`config.mk`:
```
export PLATFORM = sky130hd
export DESIGN_NAME = memory_bank_switch_decoder_core
export DESIGN_NICKNAME = d
export VERILOG_FILES = /design/src/hw/rtl/mbsd_pkg.sv /design/src/hw/rtl/mbsd_switch_regs.sv /design/src/hw/rtl/mbsd_decode.sv /design/src/hw/rtl/memory_bank_switch_decoder_core.sv
export SDC_FILE = /design/constraint.sdc
export NUM_CORES = 1
export LEC_CHECK = 0
export BUFFER_PORTS_ARGS = -buffer_cell sky130_fd_sc_hd__buf_2
export CAP_MARGIN = 10
export CORE_MARGIN = 2
export CORE_UTILIZATION = 49
export CTS_CLUSTER_SIZE = 25
export DETAILED_ROUTE_END_ITERATION = 8
export PLACE_DENSITY = 0.75
export SYNTH_ARGS = -nofsm -noshare
export SYNTH_HDL_FRONTEND = slang
export SYNTH_SLANG_ARGS = --single-unit
```
`constraint.sdc`:
```
create_clock -name clk -period 2.1 [get_ports clk]
set_input_delay 0.21 -clock clk [delete_from_list [all_inputs] [get_ports clk]]
set_output_delay 0.21 -clock clk [all_outputs]
set_load 0.02 [all_outputs]
```
`src/hw/rtl/mbsd_pkg.sv`:
```
// ----------------------------------------------------------------------------
// mbsd_pkg
// shared types, target codes and address constants of the bank switch decoder
// ----------------------------------------------------------------------------
`default_nettype none

package mbsd_pkg;

  // target codes
  localparam logic [2:0] TGT_MAIN    = 3'd0;
  localparam logic [2:0] TGT_AUX     = 3'd1;
  localparam logic [2:0] TGT_BASIC   = 3'd2;
  localparam logic [2:0] TGT_MONITOR = 3'd3;
  localparam logic [2:0] TGT_DISK    = 3'd4;
  localparam logic [2:0] TGT_FLOPPY  = 3'd5;
  localparam logic [2:0] TGT_IO      = 3'd6;
  localparam logic [2:0] TGT_DROPPED = 3'd7;

  // memory map
  localparam logic [15:0] ADDR_ZP_END      = 16'h0200;
  localparam logic [15:0] ADDR_IO_BASE     = 16'hC000;
  localparam logic [15:0] ADDR_CARD_BASE   = 16'hD000;
  localparam logic [15:0] ADDR_CARD_HIGH   = 16'hE000;
  localparam logic [15:0] ADDR_MONITOR     = 16'hF800;
  localparam logic [7:0]  PAGE_DISK_ROM    = 8'hC6;
  localparam logic [11:0] BLK_FLOPPY       = 12'hC0E;
  localparam logic [11:0] BLK_CARD_SWITCH  = 12'hC08;
  localparam logic [15:0] MASK_BANK        = 16'h0FFF;
  localparam logic [15:0] MASK_MONITOR     = 16'h07FF;

  // switch pairs, even address of each pair
  localparam logic [15:0] SW_TEXT   = 16'hC050;
  localparam logic [15:0] SW_MIXED  = 16'hC052;
  localparam logic [15:0] SW_PAGE2  = 16'hC054;
  localparam logic [15:0] SW_HIRES  = 16'hC056;
  localparam logic [15:0] SW_80STORE = 16'hC000;
  localparam logic [15:0] SW_RAMRD  = 16'hC002;
  localparam logic [15:0] SW_RAMWRT = 16'hC004;
  localparam logic [15:0] SW_ALTZP  = 16'hC008;

  // soft switch state
  typedef struct packed {
    logic alt_zero_page;
    logic aux_read;
    logic aux_write;
    logic store_80col;
    logic page_two;
    logic hires_mode;
    logic text_display;
    logic mixed_display;
    logic card_read_enable;
    logic card_write_inhibit;
    logic card_prewrite;
    logic card_bank_high;
  } sw_state_t;

  localparam sw_state_t SW_RESET = '{
    alt_zero_page:      1'b0,
    aux_read:           1'b0,
    aux_write:          1'b0,
    store_80col:        1'b0,
    page_two:           1'b0,
    hires_mode:         1'b0,
    text_display:       1'b1,
    mixed_display:      1'b1,
    card_read_enable:   1'b0,
    card_write_inhibit: 1'b0,
    card_prewrite:      1'b0,
    card_bank_high:     1'b1
  };

  // one decoded access
  typedef struct packed {
    logic [2:0]  target;
    logic [15:0] mem_offset;
    logic        video_text;
    logic        video_mixed;
    logic        video_page2;
    logic        video_hires;
  } dec_result_t;

endpackage

`default_nettype wire

```
`src/hw/rtl/mbsd_switch_regs.sv`:
```
// ----------------------------------------------------------------------------
// mbsd_switch_regs
// soft switch register file, loaded once per decoded access
// ----------------------------------------------------------------------------
`default_nettype none

module mbsd_switch_regs (
  input  wire                  clk,
  input  wire                  rst_n,
  input  wire                  upd_en,
  input  mbsd_pkg::sw_state_t  sw_nxt,
  output mbsd_pkg::sw_state_t  sw_cur
);
  import mbsd_pkg::*;

  sw_state_t sw_r;

  always_ff @(posedge clk) begin
    if (!rst_n) begin
      sw_r <= SW_RESET;
    end else if (upd_en) begin
      sw_r <= sw_nxt;
    end
  end

  assign sw_cur = sw_r;

endmodule

`default_nettype wire

```
`src/hw/rtl/mbsd_decode.sv`:
```
// ----------------------------------------------------------------------------
// mbsd_decode
// address decode of one bus access and soft switch next state
// ----------------------------------------------------------------------------
`default_nettype none

module mbsd_decode (
  input  wire [15:0]             address,
  input  wire                    is_write,
  input  mbsd_pkg::sw_state_t    sw_cur,
  output mbsd_pkg::sw_state_t    sw_nxt,
  output mbsd_pkg::dec_result_t  result
);
  import mbsd_pkg::*;

  logic        sel_aux;
  logic        card_en;
  logic [15:0] pair_addr;
  logic [2:0]  tgt;
  logic [15:0] off;

  assign pair_addr = {address[15:1], 1'b0};

  always_comb begin
    sw_nxt  = sw_cur;
    tgt     = TGT_MAIN;
    off     = address;
    sel_aux = 1'b0;
    card_en = 1'b0;
    if (address < ADDR_IO_BASE) begin
      // main or aux ram below the io page
      sel_aux = is_write ? sw_cur.aux_write : sw_cur.aux_read;
      if (address < ADDR_ZP_END) begin
        sel_aux = sw_cur.alt_zero_page;
      end else if (address[15:10] == 6'b000001 && sw_cur.store_80col) begin
        sel_aux = sw_cur.page_two;
      end else if (address[15:13] == 3'b001 && sw_cur.store_80col && sw_cur.hires_mode) begin
        sel_aux = sw_cur.page_two;
      end
      tgt = sel_aux ? TGT_AUX : TGT_MAIN;
    end else if (address < ADDR_CARD_BASE) begin
      if (!is_write && address[15:8] == PAGE_DISK_ROM) begin
        tgt = TGT_DISK;
        off = {8'h00, address[7:0]};
      end else if (address[15:4] == BLK_FLOPPY) begin
        tgt = TGT_FLOPPY;
        off = {12'h000, address[3:0]};
      end else begin
        tgt = TGT_IO;
        off = address - ADDR_IO_BASE;
        if (address[15:4] == BLK_CARD_SWITCH) begin
          // language card control
          sw_nxt.card_bank_high   = address[3];
          sw_nxt.card_read_enable = (address[1] == address[0]);
          if (address[0]) begin
            if (!is_write && sw_cur.card_prewrite) begin
              sw_nxt.card_write_inhibit = 1'b0;
            end
            sw_nxt.card_prewrite = !is_write;
          end else begin
            sw_nxt.card_write_inhibit = 1'b1;
            sw_nxt.card_prewrite      = 1'b0;
          end
        end else if (pair_addr == SW_TEXT) begin
          sw_nxt.text_display = address[0];
        end else if (pair_addr == SW_MIXED) begin
          sw_nxt.mixed_display = address[0];
        end else if (pair_addr == SW_PAGE2) begin
          sw_nxt.page_two = address[0];
        end else if (pair_addr == SW_HIRES) begin
          sw_nxt.hires_mode = address[0];
        end else if (is_write) begin
          if (pair_addr == SW_80STORE) begin
            sw_nxt.store_80col = address[0];
          end else if (pair_addr == SW_RAMRD) begin
            sw_nxt.aux_read = address[0];
          end else if (pair_addr == SW_RAMWRT) begin
            sw_nxt.aux_write = address[0];
          end else if (pair_addr == SW_ALTZP) begin
            sw_nxt.alt_zero_page = address[0];
          end
        end
      end
    end else begin
      // language card window or rom; writes with the card write-inhibited are dropped
      card_en = is_write ? !sw_cur.card_write_inhibit : sw_cur.card_read_enable;
      if (card_en) begin
        tgt = sw_cur.alt_zero_page ? TGT_AUX : TGT_MAIN;
        if (address < ADDR_CARD_HIGH) begin
          off = (sw_cur.card_bank_high ? ADDR_CARD_BASE : ADDR_IO_BASE) |
                (address & MASK_BANK);
        end
      end else if (is_write) begin
        tgt = TGT_DROPPED;
        off = 16'h0000;
      end else if (address < ADDR_MONITOR) begin
        tgt = TGT_BASIC;
        off = address - ADDR_CARD_BASE;
      end else begin
        tgt = TGT_MONITOR;
        off = address & MASK_MONITOR;
      end
    end
  end

  assign result.target      = tgt;
  assign result.mem_offset  = off;
  assign result.video_text  = sw_nxt.text_display;
  assign result.video_mixed = sw_nxt.mixed_display;
  assign result.video_page2 = sw_nxt.page_two;
  assign result.video_hires = sw_nxt.hires_mode;

endmodule

`default_nettype wire

```
`src/hw/rtl/memory_bank_switch_decoder_core.sv`:
```
// ----------------------------------------------------------------------------
// memory_bank_switch_decoder_core
// bank switch decoder for 64k main, 64k aux and a 16k language card
// ----------------------------------------------------------------------------
// channel  dir  tdata                          tuser
// in_      in   [15:0] address                 [0] is_write
// out_     out  [15:0] mem_offset, [16] text,  [2:0] target
//               [17] mixed, [18] page2,
//               [19] hires, [23:20] zero
//
// one word per cycle sustained while the output is not stalled; the path runs
// through input register, decode and result register
// the decode and the soft switch update happen in the same cycle, so each
// word sees the switches as left by the word before it
// rst_n is synchronous: switches return to power-up values, both stages empty
// a stalled output holds the input stage, and in_tready drops only when
// both stages are full
// ----------------------------------------------------------------------------
`default_nettype none

module memory_bank_switch_decoder_core (
  input  wire        clk,
  input  wire        rst_n,
  input  wire        in_tvalid,
  output logic       in_tready,
  input  wire [15:0] in_tdata,   // [15:0] address
  input  wire [0:0]  in_tuser,   // [0] is_write
  output logic       out_tvalid,
  input  wire        out_tready,
  output logic [23:0] out_tdata, // [15:0] mem_offset, [16] video_text, [17] video_mixed,
                                 // [18] video_page2, [19] video_hires, [23:20] zero
  output logic [2:0] out_tuser   // [2:0] target
);
  import mbsd_pkg::*;

  // input stage
  logic        s1_valid_r;
  logic        s1_valid_nxt;
  logic [15:0] s1_addr_r;
  logic        s1_wr_r;

  // result stage
  logic        out_valid_r;
  logic        out_valid_nxt;
  dec_result_t out_res_r;

  // decode
  sw_state_t   sw_cur;
  sw_state_t   sw_nxt;
  dec_result_t dec_res;
  logic        advance;

  // move the input word into the result stage when that stage frees up
  assign advance   = s1_valid_r && (!out_valid_r || out_tready);
  assign in_tready = !s1_valid_r || advance;

  assign s1_valid_nxt  = (in_tvalid && in_tready) || (s1_valid_r && !advance);
  assign out_valid_nxt = advance || (out_valid_r && !out_tready);

  always_ff @(posedge clk) begin
    if (!rst_n) begin
      s1_valid_r  <= 1'b0;
      out_valid_r <= 1'b0;
    end else begin
      s1_valid_r  <= s1_valid_nxt;
      out_valid_r <= out_valid_nxt;
    end
  end

  // payload registers
  always_ff @(posedge clk) begin
    if (in_tvalid && in_tready) begin
      s1_addr_r <= in_tdata;
      s1_wr_r   <= in_tuser[0];
    end
    if (advance) begin
      out_res_r <= dec_res;
    end
  end

  mbsd_decode u_decode (
    .address  (s1_addr_r),
    .is_write (s1_wr_r),
    .sw_cur   (sw_cur),
    .sw_nxt   (sw_nxt),
    .result   (dec_res)
  );

  // switches change only as a word leaves the input stage
  mbsd_switch_regs u_switches (
    .clk    (clk),
    .rst_n  (rst_n),
    .upd_en (advance),
    .sw_nxt (sw_nxt),
    .sw_cur (sw_cur)
  );

  assign out_tvalid = out_valid_r;
  assign out_tuser  = out_res_r.target;
  assign out_tdata  = {4'h0, out_res_r.video_hires, out_res_r.video_page2,
                       out_res_r.video_mixed, out_res_r.video_text,
                       out_res_r.mem_offset};

  // reset empties the result stage
  a_reset_empty: assert property (@(posedge clk) !rst_n |=> !out_tvalid)
    else $error("result stage valid after reset");

  // switches do not move while the decode is held back
  a_sw_hold: assert property (@(posedge clk) disable iff (!rst_n)
    (s1_valid_r && out_valid_r && !out_tready) |=> $stable(sw_cur))
    else $error("switch state changed during output stall");

  // a dropped write carries a zero offset
  a_drop_zero: assert property (@(posedge clk) disable iff (!rst_n)
    (out_tvalid && out_tuser == TGT_DROPPED) |-> (out_tdata[15:0] == 16'h0000))
    else $error("dropped write with nonzero offset");

  // floppy and disk rom offsets stay inside their windows
  a_dev_offset: assert property (@(posedge clk) disable iff (!rst_n)
    (out_tvalid && (out_tuser == TGT_FLOPPY || out_tuser == TGT_DISK))
      |-> (out_tdata[15:8] == 8'h00))
    else $error("device offset out of range");

  // reported text and hires bits match the switch registers right after the update
  a_video_match: assert property (@(posedge clk) disable iff (!rst_n)
    advance |=> (out_tdata[16] == sw_cur.text_display &&
                 out_tdata[19] == sw_cur.hires_mode))
    else $error("video bits disagree with switch state");

endmodule

`default_nettype wire
```
# Yosys cells after proc, flatten, opt, wreduce, memory -nomap -nowiden
# Index checks and enable logic that the tools add are counted.
dict set report op_classes {
  reduce_logical 25
  n_addsub 2
  n_mux 40
  order_cmp 5
  n_shift 0
  n_mul 0
  n_div 0
  eq_ne 15
  bitwise 12
}
# cell n
set op_table {}
lappend op_table {{two-way mux 16 bit} 8}
lappend op_table {{equality test 15 bit, second input constant} 8}
lappend op_table {{less-than comparator 16 bit, second input constant} 4}
lappend op_table {{two-way mux 8 bit} 4}
lappend op_table {{subtractor 16 bit, second input constant} 2}
lappend op_table {{equality test 12 bit, second input constant} 2}
lappend op_table {{less-than comparator 16 x 10 -> 1 bit, second input constant} 1}
lappend op_table {{two-way mux 1 bit} 16}
lappend op_table {{OR 16 x 12 -> 16 bit} 1}
lappend op_table {{two-way mux 3 bit} 5}
lappend op_table {{AND reduction 15 bit} 1}
lappend op_table {{AND reduction 14 bit} 1}
lappend op_table {{two-way mux 13 bit} 1}
lappend op_table {{AND reduction 13 bit} 1}
lappend op_table {{AND reduction 12 bit} 1}
lappend op_table {{inverter 1 bit} 11}
lappend op_table {{logical AND 1 bit} 9}
lappend op_table {{equality test 8 bit, second input constant} 1}
lappend op_table {{two-way mux 2 bit} 4}
lappend op_table {{two-way mux 4 bit} 2}
lappend op_table {{AND reduction 7 bit} 1}
lappend op_table {{equality test 6 x 1 -> 1 bit, second input constant} 1}
lappend op_table {{logical NOT 1 bit} 6}
lappend op_table {{AND reduction 6 bit} 1}
lappend op_table {{4 further kinds} 7}
dict set report word_totals {
  latch_bits 0
  regBits 54
  ramBits 0
  mem_count 0
  in_bits 21
  word_cells 121
  out_inout_bits 29
  mem_bits_ro 0
}

# Longest topological paths before layout
dict set report depth {
  word_depth 10
  mapped_depth 8
}

# By module
# Synthesis repeated with hierarchy kept, for this count alone.
dict set report hier_totals {
  hier_cells 214
  area_unflattened_um2 2623.8
}
# mod area_each_um2 instances cells_per_inst
set by_module_without_submodules {}
lappend by_module_without_submodules {memory_bank_switch_decoder_core 1338.8 1 54}
lappend by_module_without_submodules {mbsd_decode 842.1 1 122}
lappend by_module_without_submodules {mbsd_switch_regs 442.9 1 38}

# Least setup slack after synthesis
# No wires, ideal clock.
dict set report synth_path {
  path_kind {register -> register}
  from {register s1_addr_r[13]}
  to {register out_res_r, in the netlist out_tdata[18] (data pin)}
  t_arrival_ns 2.029
  path_slack_ns -0.189
  period_less_slack_ns 2.289
  path_stages_with_launch 9
  cell_sequence {edfxtp_1 -> inv_1 -> ha_1 -> nand4b_1 -> nor4_2 -> or4_1 -> buf_6 -> nor2_2 -> mux2_4}
}
# element line
set synth_rtl {}
lappend synth_rtl {{start, declared} memory_bank_switch_decoder_core.sv:39} ;# logic [15:0] s1_addr_r;
lappend synth_rtl {{start signal, assigned} memory_bank_switch_decoder_core.sv:73} ;# s1_addr_r <= in_tdata;
lappend synth_rtl {{end signal, assigned} memory_bank_switch_decoder_core.sv:77} ;# out_res_r <= dec_res;
lappend synth_rtl {{end, declared} memory_bank_switch_decoder_core.sv:45} ;# dec_result_t out_res_r;

# Worst setup path after layout
dict set report layout_path {
  from {register s1_addr_r[15]}
  to {register u_switches.sw_r, in the netlist u_switches.sw_cur[7]}
}
dict set report layout_between {
  elab_chain_cells 9
  word_cells_on_any_way 17
  cone_classes {order compare: 2; eq/ne: 6; mux: 8; reduce/logical: 1}
}
# element line
set layout_rtl {}
lappend layout_rtl {{equality test 15 bit} mbsd_decode.sv:68} ;# end else if (pair_addr == SW_PAGE2) begin
lappend layout_rtl {{two-way mux 1 bit} mbsd_decode.sv:68}
lappend layout_rtl {{two-way mux 2 bit} mbsd_decode.sv:66} ;# end else if (pair_addr == SW_MIXED) begin
lappend layout_rtl {{two-way mux 2 bit} mbsd_decode.sv:64} ;# end else if (pair_addr == SW_TEXT) begin
lappend layout_rtl {{two-way mux 4 bit} mbsd_decode.sv:51} ;# if (address[15:4] == BLK_CARD_SWITCH) begin
lappend layout_rtl {{two-way mux 8 bit} mbsd_decode.sv:45} ;# end else if (address[15:4] == BLK_FLOPPY) begin
lappend layout_rtl {{two-way mux 8 bit} mbsd_decode.sv:42} ;# if (!is_write && address[15:8] == PAGE_DISK_ROM) begin
lappend layout_rtl {{two-way mux 8 bit} mbsd_decode.sv:41} ;# end else if (address < ADDR_CARD_BASE) begin
lappend layout_rtl {{two-way mux 8 bit (*)} mbsd_decode.sv:30} ;# if (address < ADDR_IO_BASE) begin
lappend layout_rtl {{end signal, assigned} mbsd_switch_regs.sv:22} ;# sw_r <= sw_nxt;
lappend layout_rtl {{end, declared} mbsd_switch_regs.sv:16} ;# sw_state_t sw_r;
# Every way passes the cells marked *; elsewhere a longest branch is shown, timed or not.
# A chain may end at the register's enable or synchronous reset.

==> qor.txt <==
Total Power = 2.02 mW
port buffer count = 45
crit path DAT = 2.44 ns
crit end category = flip-flop
number of synthesized flops with an enable pin = 40
Cell Rows = 26
Critical Path RT = 2.33 ns
Worst Max-Slew Pin Slew = 0.504 ns
gr ovfl total = 0
WL met2 = 2.95 mm
leakage power = 1.28 nW
R2R depth = 8
Initial Util = 50.6%
Synth Flop Type = edfxtp_1
Finished Core Util = 66.4%
TritonCTS clock tree = done
I/O pin total = 50
status = complete, but fails checks
pre-CTS setup slack = -0.152 ns
Worst VDD drop = 0.000401 V
Vias per Instance = 5.50
final worst setup slack = -0.112 ns
die extent in y = 76.4 microns
Routed Wire Length = 6.02 mm
crit path max fanout = 4
first-pass GRT wire length = 8.93 mm
count of max-cap constraint violations = 0
Antenna Nets Post-Route = 0
minimum hold slack = 0.0732 ns
dominant cells by area after synthesis = edfxtp_1 47%, dfxtp_1 11%, mux2i_1 4.3%
Die Span X = 76.4 microns
drt first pass iters = 5
via count = 2,056
slowest CP cell = or4_4
PD cells = 600 mW/mm^2
worst min-delay path class = in -> reg
hold path depth = 1
Setup Crit Path Kind = reg -> reg
DR iter-0 viols = 230
Crit path depth = 8
Area Overhead vs Synth = 31.3%
Cell variety after synth = 53
CP peak stage delay = 0.55 ns
CP top delay family = simple AND/OR/NAND/NOR gates
Bufs and invs on worst path = 2
worst path cell trace = ha_4, nand4b_1, nor4_4, or4_4, buf_6, buf_12, nor3_4, mux2i_1
# diodes = 0
CTS HTree Levels = 2
Synth top area share = 46.8%
Worst-Skew Late Latency = 0.30 ns
GP Congestion = 0.940
total CTS buffers = 5
Post-synth ARST share = 0%
routed wl met3 = 457 microns
Fill cells = 406
DIE AREA = 0.00583 sq mm
Yosys reg bits = 54
vias in the first global route = 1,770
crit share post-route = 105%
Avg Cell Area, Syn = 11.9 sq um
share of the yosys chip area belonging to registers = 57.7%
# clock sinks = 54
Slew Limit Fails = 0
Hold Vio Cnt, Final = 0
number of nets in the layout = 329
top sig layer = met4
nature of the critical path startpoint = flip-flop
Synth Cell Area = 0.00257 sq mm
synth warn = 0
setup TNS = -0.387 ns
All-Layer GR Usage = 19.8%
Residual DRC = 0
crit path time final = 2.21 ns
Met1 Wirelength = 2.45 mm
hold_buf cts = 0
CTS root buffer = clkbuf_8
skew final = 0.00452 ns
Final setup viols = 8
RSZ-0062 raised after global routing = true
worst rel slew slack = 66.1%
Post-Syn Instances = 216
failing checks = negative setup slack
Detail Placement HPWL = 4.10 mm
Floorplan Core Area = 0.00507 sq mm
FF-to-FF setup slack = -0.11 ns
fmax = 452 MHz
layout cells sized above 1 = 38.2%
clk buf depth = 2
initial antenna violation count = 0
area leader, netlist = edfxtp_1
Avg WL per Cell = 16.1 microns
largest net degree at the start of global routing = 22
clk slew on worst S/H paths = 0.09 ns
cells by family (layout without fill, tap and decap cells):
group	Yosys count	in the layout	share of synthesized area [%]
and+or+nand+nor	92	92	21.8
buffers and inverters	18	103	3.56
DFF	54	54	57.7
xor gates and xnor gates	1	1	0.341
adders and majority gates	5	5	2.44
AOI/OAI and AO/OA	30	30	7.70
muxes	15	15	6.34
other	1	4	0.146
Yosys cell counts, types with 3 or more instances:
library cell  count
a21oi_1           4
a31oi_1           3
and2_1            6
and3_1            4
buf_4             4
dfxtp_1          14
edfxtp_1         40
ha_1              5
inv_1            10
mux2i_1          11
nand2_1          19
nand3_1           5
nor2_1            9
nor2b_1          13
nor3_1            8
o211ai_1          3
o21a_1            3
o21ai_0           7
layout make-up:
cell class / instances / area, sq um / share of cell area (%)
Tap cell: 70 / 87.6 / 2.60
Clock buffer: 8 / 80.1 / 2.37
Timing Repair Buffer: 85 / 549 / 16.3
Sequential cell: 54 / 1480 / 43.9
Multi-Input combinational cell: 147 / 1140 / 33.7
Inverter: 10 / 37.5 / 1.11
where the power goes:
part,leakage [nW],switching [mW],internal (mW)
Combinational,0.751,0.147,0.108
Sequential,0.488,0.0307,1.19
Clock,0.0395,0.308,0.237
Total,1.28,0.486,1.54
worst paths after layout:
| kind | startpoint | endpoint |
|---|---|---|
| setup / recovery | s1_addr_r[15] | u_switches.sw_cur[7] |
| hold / removal | in_tdata[9] | s1_addr_r[9] |
| setup reg to reg | s1_addr_r[15] | u_switches.sw_cur[7] |
| hold reg to reg | u_switches.sw_cur[9] | u_switches.sw_cur[9] |
metal layers:
layer,global-route usage [%],up-vias
met3,4.03,17
met2,32.7,114
li1,-,966
met5,0,-
met1,25.9,959
met4,7.27,0
state kept, by name (all words and copies together), names as in the netlist:
register / flops
out_tdata: 20
out_tuser: 3
out_tvalid: 1
s1_addr_r: 16
s1_valid_r: 1
s1_wr_r: 1
u_switches.sw_cur: 12
stage by stage:
stage	cells	area (sq um)
5_1_grt	374	3370
2_1_floorplan	219	2590
3_3_place_gp	353	3060
6_report	374	3370
4_1_cts	368	3250
3_5_place_dp	353	3060
what timing repair did:
action,CTS,global route
setup endpoints to repair,16,19
gates resized for setup,12,12
gates cloned,0,0
pin swaps,5,4
setup buffers,7,6
placed cells by master (no fill, tap or decap), types with 4 or more instances in the layout:
master    netlist  layout
inv_1          10       8
mux2i_1        11      11
a21oi_1         4       4
nor2b_1        13      12
conb_1          1       4
nand2_1        19      19
buf_2           1      45
nor3_1          8       6
clkbuf_8        0       5
o21ai_0         7       7
dfxtp_1        14      14
edfxtp_1       40      40
and2_1          6       6
nor2_1          9       7
buf_4           4      36
and3_1          4       4
nand3_1         5       4
Power figures use the tool's default switching activity.
